===== config.mk =====
export PLATFORM = sky130hd
export DESIGN_NAME = bfsf_ctrl
export DESIGN_NICKNAME = d
export VERILOG_FILES = /design/src/rtl/core/assert_macros.svh /design/src/rtl/core/bfsf_pkg.sv /design/src/rtl/core/bfsf_ctrl.sv
export SDC_FILE = /design/constraint.sdc
export NUM_CORES = 1
export LEC_CHECK = 0
export BUFFER_PORTS_ARGS = -buffer_cell sky130_fd_sc_hd__buf_4
export CORE_ASPECT_RATIO = 1.5
export CORE_MARGIN = 2
export CORE_UTILIZATION = 40
export DETAILED_ROUTE_END_ITERATION = 10
export PLACE_DENSITY_LB_ADDON = 0.15
export RECOVER_POWER = 50
export SYNTH_ARGS = -nofsm -noshare
export SYNTH_HDL_FRONTEND = slang
export SYNTH_SLANG_ARGS = --single-unit

===== constraint.sdc =====
create_clock -name clk -period 4.95 [get_ports clk]
set_input_delay 0.495 -clock clk [delete_from_list [all_inputs] [get_ports clk]]
set_output_delay 0.495 -clock clk [all_outputs]
set_load 0.02 [all_outputs]

===== src/rtl/core/assert_macros.svh =====
// Assertion macros for the RTL of the jitter buffer.
// Included by the top level; holds no logic of its own.
`ifndef ASSERT_MACROS_SVH
`define ASSERT_MACROS_SVH

`ifndef SYNTHESIS
// The property must hold on every rising clock edge outside reset.
`define ASSERT_HOLDS(lbl, clk, rst, prop, msg) \
  lbl: assert property (@(posedge clk) disable iff (rst) prop) else $error(msg);
// The expression must never be true outside reset.
`define ASSERT_NEVER(lbl, clk, rst, expr, msg) \
  lbl: assert property (@(posedge clk) disable iff (rst) !(expr)) else $error(msg);
`else
`define ASSERT_HOLDS(lbl, clk, rst, prop, msg)
`define ASSERT_NEVER(lbl, clk, rst, expr, msg)
`endif

`endif


===== src/rtl/core/bfsf_pkg.sv =====
// Shared types and constants of the byte jitter buffer.
// Used by the controller, the datapath and the top level; depends on nothing.
`default_nettype none

package bfsf_pkg;

  // Field widths of the stream beats.
  localparam int KIND_W = 2;
  localparam int BYTE_W = 8;
  localparam int LEN_W  = 7;
  localparam int FILL_W = 13;
  localparam int CNT_W  = 32;

  // Packed bus widths.
  localparam int IN_TDATA_W  = 16;
  localparam int OUT_TDATA_W = 88;
  localparam int OUT_TUSER_W = 2;

  // Item kinds on the input stream.
  localparam logic [KIND_W-1:0] KIND_WRITE = 2'd0;
  localparam logic [KIND_W-1:0] KIND_READ  = 2'd1;
  localparam logic [KIND_W-1:0] KIND_FLUSH = 2'd2;

  // Commands from the controller to the datapath.
  typedef struct packed {
    logic             write;
    logic             flush;
    logic             read_start;
    logic [LEN_W-1:0] read_len;
    logic             fetch;
    logic             emit;
    logic             emit_last;
  } bfsf_cmd_t;

  // Status from the datapath to the controller.
  typedef struct packed {
    logic out_free;
  } bfsf_status_t;

endpackage

`default_nettype wire


===== src/rtl/core/bfsf_ctrl.sv =====
// Controller of the byte jitter buffer: accepts items and sequences read bursts.
// Depends on bfsf_pkg; drives the datapath through bfsf_cmd_t.
`default_nettype none

module bfsf_ctrl #(
  parameter int MAX_READ = 64
) (
  input  wire                                 clk,
  input  wire                                 rst,
  input  wire                                 in_valid,
  input  wire  [bfsf_pkg::KIND_W-1:0]         kind,
  input  wire  [bfsf_pkg::LEN_W-1:0]          read_length,
  output logic                                in_ready,
  input  bfsf_pkg::bfsf_status_t              status,
  output bfsf_pkg::bfsf_cmd_t                 cmd
);
  import bfsf_pkg::*;

  localparam int RW = $clog2(MAX_READ + 1);

  typedef enum logic [1:0] {
    ST_IDLE = 2'b01,
    ST_EMIT = 2'b10
  } state_t;

  state_t           state, state_next;
  logic [RW-1:0]    remaining, remaining_next;
  logic [LEN_W-1:0] len_sat;
  logic             accept;
  logic             is_last;

  // Requests beyond the burst limit are cut to the limit.
  assign len_sat  = (read_length > LEN_W'(MAX_READ)) ? LEN_W'(MAX_READ) : read_length;
  assign in_ready = (state == ST_IDLE) && status.out_free;
  assign accept   = in_valid && in_ready;
  assign is_last  = (remaining == RW'(1));

  // Next state and command decode.
  always_comb begin
    state_next     = state;
    remaining_next = remaining;
    cmd            = '0;
    cmd.read_len   = len_sat;
    cmd.emit_last  = is_last;
    case (state)
      ST_IDLE: begin
        if (accept) begin
          case (kind)
            KIND_WRITE: cmd.write = 1'b1;
            KIND_FLUSH: cmd.flush = 1'b1;
            KIND_READ: begin
              if (len_sat != '0) begin
                cmd.read_start = 1'b1;
                cmd.fetch      = 1'b1;
                remaining_next = RW'(len_sat);
                state_next     = ST_EMIT;
              end
            end
            default: ;
          endcase
        end
      end
      ST_EMIT: begin
        if (status.out_free) begin
          cmd.emit       = 1'b1;
          remaining_next = remaining - RW'(1);
          if (is_last) begin
            state_next = ST_IDLE;
          end else begin
            cmd.fetch = 1'b1;
          end
        end
      end
      default: state_next = ST_IDLE;
    endcase
  end

  // State registers.
  always_ff @(posedge clk) begin
    if (rst) begin
      state     <= ST_IDLE;
      remaining <= '0;
    end else begin
      state     <= state_next;
      remaining <= remaining_next;
    end
  end

endmodule

`default_nettype wire


==> summary.txt, run 1 <==
Synthesis
  – Synth top area cells: dfxtp_1, ha_1, a21oi_1, o32ai_1, inv_1
  – Top cell type's share of synthesized area: 22.1%
  – Post-synthesis sequential area ratio: 22.1%
  – Post-synth EDFFs: 0
  – Yosys warnings: 0
  – Top_reg_cell synth: dfxtp_1
  – Library cells used by synthesis: 37
  – Seq cells post-synth: 9
  – Ys async rst share: 0%
  – Synth area leader: dfxtp_1
  – Count leader, synth: inv_1
  – Cell count after synthesis: 97
  – Syn_area_per_cell: 8.42 µm²
  – Mapped cell area: 817 µm²
  – Syn nets: 114
  – Commonest cells in the netlist: inv_1, a21oi_1, dfxtp_1, nand2_1

STA
  – # setup viols final: 0
  – Slew @ Worst Pin: 1.87 ns
  – RSZ-0062 raised after global routing: false
  – Total negative setup slack: 0 ns
  – Final WS setup: 2.09 ns
  – Final period util: 57.8%
  – Peak Freq: 349 MHz
  – Relative slew slack: -27.8%
  – Final Max Tran Viols: 6
  – Final min period: 2.86 ns
  – Final hold viol count: 0
  – Setup Skew: 0.00465 ns

CTS
  – Total CTS buffers: 3
  – Clock latency on the worst-skew pair: 0.26 ns
  – Reg clk slew, reported paths: 0.06 ns
  – Post-CTS Resized: 0
  – # hold bufs at CTS: 0
  – Clock sink count: 9
  – Root Driver: clkbuf_4
  – Bufs on Longest Clock Path: 2
  – CTS tree: yes
  – CTS HTree Levels: 1
  – Setup bufs post-CTS: 0

Die
  – Die Width: 40.9 µm
  – CORE AREA: 1980 µm²
  – Die height: 59.4 µm
  – Die area: 2430 µm²
  – Initial Util: 41.3%
  – I/O pins: 27
  – FP Rows: 20

Detailed routing
  – Routed Antenna Nets: 0
  – Drt drc: 0
  – Via density: 5.81
  – Total Wirelength: 2.16 mm
  – First-pass DRT Iterations: 4
  – Vias: 842
  – Initial drt markers: 14
  – Per-cell routed wire length: 14.9 µm

Place
  – Gp weighted congestion: 0.858
  – DP Worst Slack: 2.89 ns
  – Port Buffer Count: 26
  – Inst Count DP: 141
  – Hpwl dp: 1.75 mm

Job
  – MaxCap Viol Count: 1

Setup path
  – Crit path max fanout: 6
  – CP Capture Type: register
  – WP data arrival: 3.01 ns
  – WP data required: 5.09 ns
  – WS Path Type: register to register
  – Startpoint Class: register

Power and ir drop
  – Leakage Power: 0.432 nW
  – Cell area power density: 200 nW/µm²
  – Peak VDD IR: 0.000193 V

Global route
  – First-pass GRT wire length: 3.43 mm
  – Antenna violations before repair: 0
  – Gr busiest metal: met2
  – Vias in the first global route: 784
  – Largest net degree at the start of global routing: 16
  – Met2 Track Usage GR: 35.3%
  – GRT Total Usage: 20.7%
  – Met1 Usage GRT: 23.6%
  – Met3 Use GR: 6.77%
  – GRT overflow: 0

Finish
  – Share of layout cells above drive strength 1: 31.7%
  – Diodes inserted: 0
  – Fillers: 213
  – Area Growth Syn to Fin: 20.4%
  – Layout Nets: 141
  – Final Instance Count excl. Fillers: 145

Hold path
  – Hold WC Path Type: input port to register

Status
  – Failing checks: capacitance limit, slew limit
  – Outcome: complete, but fails checks
==> layout make-up <==
type	count	area (µm²)	area share [%]
multi-input cells	73	543	55.2
flip-flops and latches	9	180	18.3
well taps	22	27.5	2.80
inverters	11	41.3	4.20
clock buffers	4	26.3	2.67
repair buffers	26	165	16.8
==> final timing paths <==
kind | start | to | slack [ns] | cells past startpoint
max | state[1] | remaining[1] | 2.09 | 6
min | rst | remaining[1] | 0.46 | 2
max reg2reg | state[1] | remaining[1] | 2.09 | 6
min reg2reg | remaining[5] | remaining[5] | 0.48 | 2
==> stage by stage <==
step	area (µm²)	util, %	hold WS (ns)	total power [W]
after floorplan	817	-	0.449	0.000120
after global placement	1010	50.9	0.468	0.000145
after detailed placement	1010	50.9	0.474	0.000146
after CTS	1030	52.2	0.451	0.000204
after global routing	983	49.7	0.449	0.000210
final	983	49.7	0.456	0.000197
==> placed cells by master (no fill, tap or decap), types with 2 or more instances in the layout <==
master	instances
a22oi_1	2
nor2_1	5
inv_1	11
o221a_2	2
nor3_1	3
buf_4	18
and2b_1	2
ha_1	4
clkbuf_4	3
o32ai_1	5
a21oi_1	9
o22a_2	3
nand2_1	9
dfxtp_1	9
a21o_1	2
and2_2	2
a211oi_1	3
and2b_2	4
clkbuf_1	9
==> power by group <==
part | leakage [nW] | switching [W] | total, W | internal (W)
clock network | 0.0150 | 0.0000257 | 0.0000568 | 0.0000311
registers | 0.0730 | 0.00000312 | 0.0000789 | 0.0000758
logic | 0.344 | 0.0000351 | 0.0000613 | 0.0000263
total | 0.432 | 0.0000639 | 0.000197 | 0.000133
==> logic make-up (layout without fill, tap and decap cells) <==
kind of cell / Yosys count / in the layout / share of synthesized area, %
buffers and inverters: 15 / 41 / 9.19
flip-flops: 9 / 9 / 22.1
AO/OA/AOI/OAI: 34 / 34 / 34.5
AND/OR/NAND/NOR: 35 / 35 / 28.2
adder cells (fa/ha/maj): 4 / 4 / 6.13
==> worst max-delay path: stages, from the launching register on <==
cell	delay (ns)
dfxtp_1	0.32
inv_1	0.08
ha_1	0.27
nand3_2	0.10
a2111oi_0	1.51
o221a_2	0.42
a211oi_1	0.05
==> flip-flops by register name (all words and copies together) (netlist names) <==
| signal | flops |
|---|---|
| state | 2 |
| remaining | 7 |
==> per-layer routing <==
| metal | vias to the layer above | wire length, µm |
|---|---|---|
| met5 | - | 0 |
| met1 | 408 | 852 |
| met3 | 2 | 91 |
| met2 | 18 | 1200 |
| met4 | 0 | 21 |
| li1 | 414 | - |
(Power assumes the default switching activity.)
==> run 2: changes to the inputs <==
--- a/config.mk
+++ b/config.mk
@@ -5,6 +5,7 @@
 export SDC_FILE = /design/constraint.sdc
 export NUM_CORES = 1
 export LEC_CHECK = 0
+export ABC_AREA = 1
 export BUFFER_PORTS_ARGS = -buffer_cell sky130_fd_sc_hd__buf_4
 export CORE_ASPECT_RATIO = 1.5
 export CORE_MARGIN = 2
==> constraint.sdc (replaced) <==
create_clock -name clk -period 2.8 [get_ports clk]
set_input_delay 0.28 -clock clk [delete_from_list [all_inputs] [get_ports clk]]
set_output_delay 0.28 -clock clk [all_outputs]
set_load 0.02 [all_outputs]
==> summary.txt, run 2 <==
Setup path
  – WP data arrival: 1.54 ns
  – Crit-path slowest cell: dfxtp_1
  – Startpoint Class: register
  – Max incr delay on CP: 0.33 ns
  – CP Cell Sequence: inv_1, ha_1, nand3_2, nor2_4, o21ai_4, a21oi_1, buf_4
  – Cell family with most CP delay: flip-flops
  – WP data required: 2.52 ns
  – Crit path max fanout: 4
  – CP Capture Type: output port
  – WS Path Type: register to output port
  – Worst path buffer plus inverter count: 2

STA
  – # setup viols final: 0
  – Final hold viol count: 0
  – Total negative setup slack: 0 ns
  – Relative slew slack: 77.4%
  – RSZ-0062 raised after global routing: false
  – Peak Freq: 549 MHz
  – Setup Skew: 0.00487 ns
  – Final Max Tran Viols: 0
  – Slew @ Worst Pin: 0.338 ns
  – Final min period: 1.82 ns
  – Final period util: 65.1%

Synthesis
  – XOR/XNOR share of the synthesized area: 2.08%
  – Seq cells post-synth: 9
  – Yosys warnings: 0
  – Syn nets: 153
  – Top_reg_cell synth: dfxtp_1
  – Commonest cells in the netlist: nand2_1, inv_1, nor2_1
  – Ys async rst share: 0%
  – Post-synth EDFFs: 0
  – Syn_area_per_cell: 6.20 µm²
  – Synth area leader: dfxtp_1
  – Synth top area cells: dfxtp_1, nand2_1, inv_1, nor2_1, nand3_1
  – Adder-cell area share of the yosys netlist: 5.93%
  – Count leader, synth: nand2_1
  – Mapped cell area: 843 µm²
  – Simple-Gate Fraction of Synth Area: 45.4%
  – Mux share of post-synthesis cell area: 0%
  – Cell count after synthesis: 136
  – Main combinational cell family by area after synthesis: simple AND/OR/NAND/NOR gates
  – Top cell type's share of synthesized area: 21.4%
  – Post-synthesis sequential area ratio: 21.4%
  – Compound-Gate Fraction of Synth Area: 12.8%
  – Library cells used by synthesis: 23

CTS
  – Total CTS buffers: 3
  – Setup bufs post-CTS: 0
  – Reg clk slew, reported paths: 0.07 ns
  – CTS tree: yes
  – CTS HTree Levels: 1
  – # hold bufs at CTS: 0
  – Root Driver: clkbuf_4
  – Bufs on Longest Clock Path: 2
  – Clock latency on the worst-skew pair: 0.27 ns
  – Clock sink count: 9
  – Post-CTS Resized: 0

Detailed routing
  – Vias: 895
  – Routed Antenna Nets: 0
  – Per-cell routed wire length: 11.6 µm
  – First-pass DRT Iterations: 4
  – Via density: 4.84
  – Initial drt markers: 23
  – Total Wirelength: 2.15 mm
  – Drt drc: 0

Finish
  – Commonest non-fill, non-tap cell in the layout: nand2_1
  – Layout Nets: 181
  – Commonest non-fill, non-tap cells in the layout: nand2_1, inv_1, nor2_1
  – Largest register FFs: 7
  – Layout Utilization: 51.6%
  – Register with the most flip-flops: remaining
  – Area Growth Syn to Fin: 22.4%
  – Final Instance Area: 1030 µm²
  – Diodes inserted: 0
  – Share of layout cells above drive strength 1: 22.1%
  – Top Registers: remaining x7, state x2

Global route
  – Vias in the first global route: 806
  – GRT overflow: 0
  – Largest net degree at the start of global routing: 10
  – First-pass GRT wire length: 3.45 mm
  – Antenna violations before repair: 0
  – GRT Total Usage: 18.1%

Die
  – Die Width: 41.5 µm
  – Die area: 2500 µm²
  – Initial Util: 42.1%
  – FP Rows: 20
  – I/O pins: 27
  – CORE AREA: 2000 µm²
  – Die height: 60.2 µm

Hold path
  – Hold WC Path Type: input port to register

Place
  – Placed cell area: 1050 µm²
  – Gp weighted congestion: 0.801
  – Port Buffer Count: 26
  – Hpwl dp: 1.72 mm

Job
  – MaxCap Viol Count: 0

Power and ir drop
  – Leakage Power: 0.523 nW
  – Peak VDD IR: 0.000408 V
  – Cell area power density: 937 nW/µm²
  – Total Power: 0.000968 W

Status
  – Outcome: complete, no violations
-- run 2: changes by cell type after synthesis, moves of 6 or more --
| cell | delta |
|---|---|
| nand2_2 | +6 |
| a21oi_1 | -6 |
| inv_1 | +11 |
| nand3_1 | +12 |
| nor2_1 | +14 |
| nand2_1 | +25 |
-- run 2: routing by layer --
| layer | wire length, µm | track usage, % | vias to the layer above |
|---|---|---|---|
| li1 | - | - | 478 |
| met1 | 936 | 19.8 | 394 |
| met2 | 1100 | 33.5 | 16 |
| met3 | 57 | 2.11 | 7 |
| met4 | 61 | 10.1 | 0 |
| met5 | 0 | 0 | - |
-- run 2: metrics by stage --
stage,instances,setup slack (ns),hold WS [ns]
3_5_place_dp,181,1.27,0.482
5_1_grt,185,0.871,0.238
6_report,185,0.977,0.230
4_1_cts,185,0.977,0.226
3_3_place_gp,181,1.29,0.479
2_1_floorplan,136,1.23,0.342
-- run 2: layout make-up --
type	instances	area, µm²
Timing Repair Buffer	26	158
Inverter	23	86.3
Clock buffer	4	26.3
Tap cell	22	27.5
Multi-Input combinational cell	101	554
Fill cell	233	970
Sequential cell	9	180
-- run 2: path summary, 6_finish.rpt --
check / startpoint / endpoint / slack, ns / depth (start not counted)
setup / recovery: state[1] / cmd[2] / 0.98 / 7
hold / removal: rst / remaining[5] / 0.23 / 2
setup reg to reg: state[0] / remaining[4] / 1.12 / 9
hold reg to reg: state[1] / state[1] / 0.49 / 2
-- run 2: logic make-up (layout without fill, tap and decap cells) --
| family | Yosys count | count (layout) |
|---|---|---|
| AND/OR/NAND/NOR | 80 | 80 |
| buffers and inverters | 26 | 53 |
| AO/OA/AOI/OAI | 15 | 15 |
| flip-flops | 9 | 9 |
| adder cells (fa/ha/maj) | 4 | 4 |
| XOR/XNOR | 2 | 2 |
-- run 2: where the power goes --
| group | internal [W] | switching [W] |
|---|---|---|
| Sequential | 0.000172 | 0.0000371 |
| Clock | 0.0000552 | 0.0000529 |
| Combinational | 0.000225 | 0.000426 |
| Total | 0.000451 | 0.000516 |
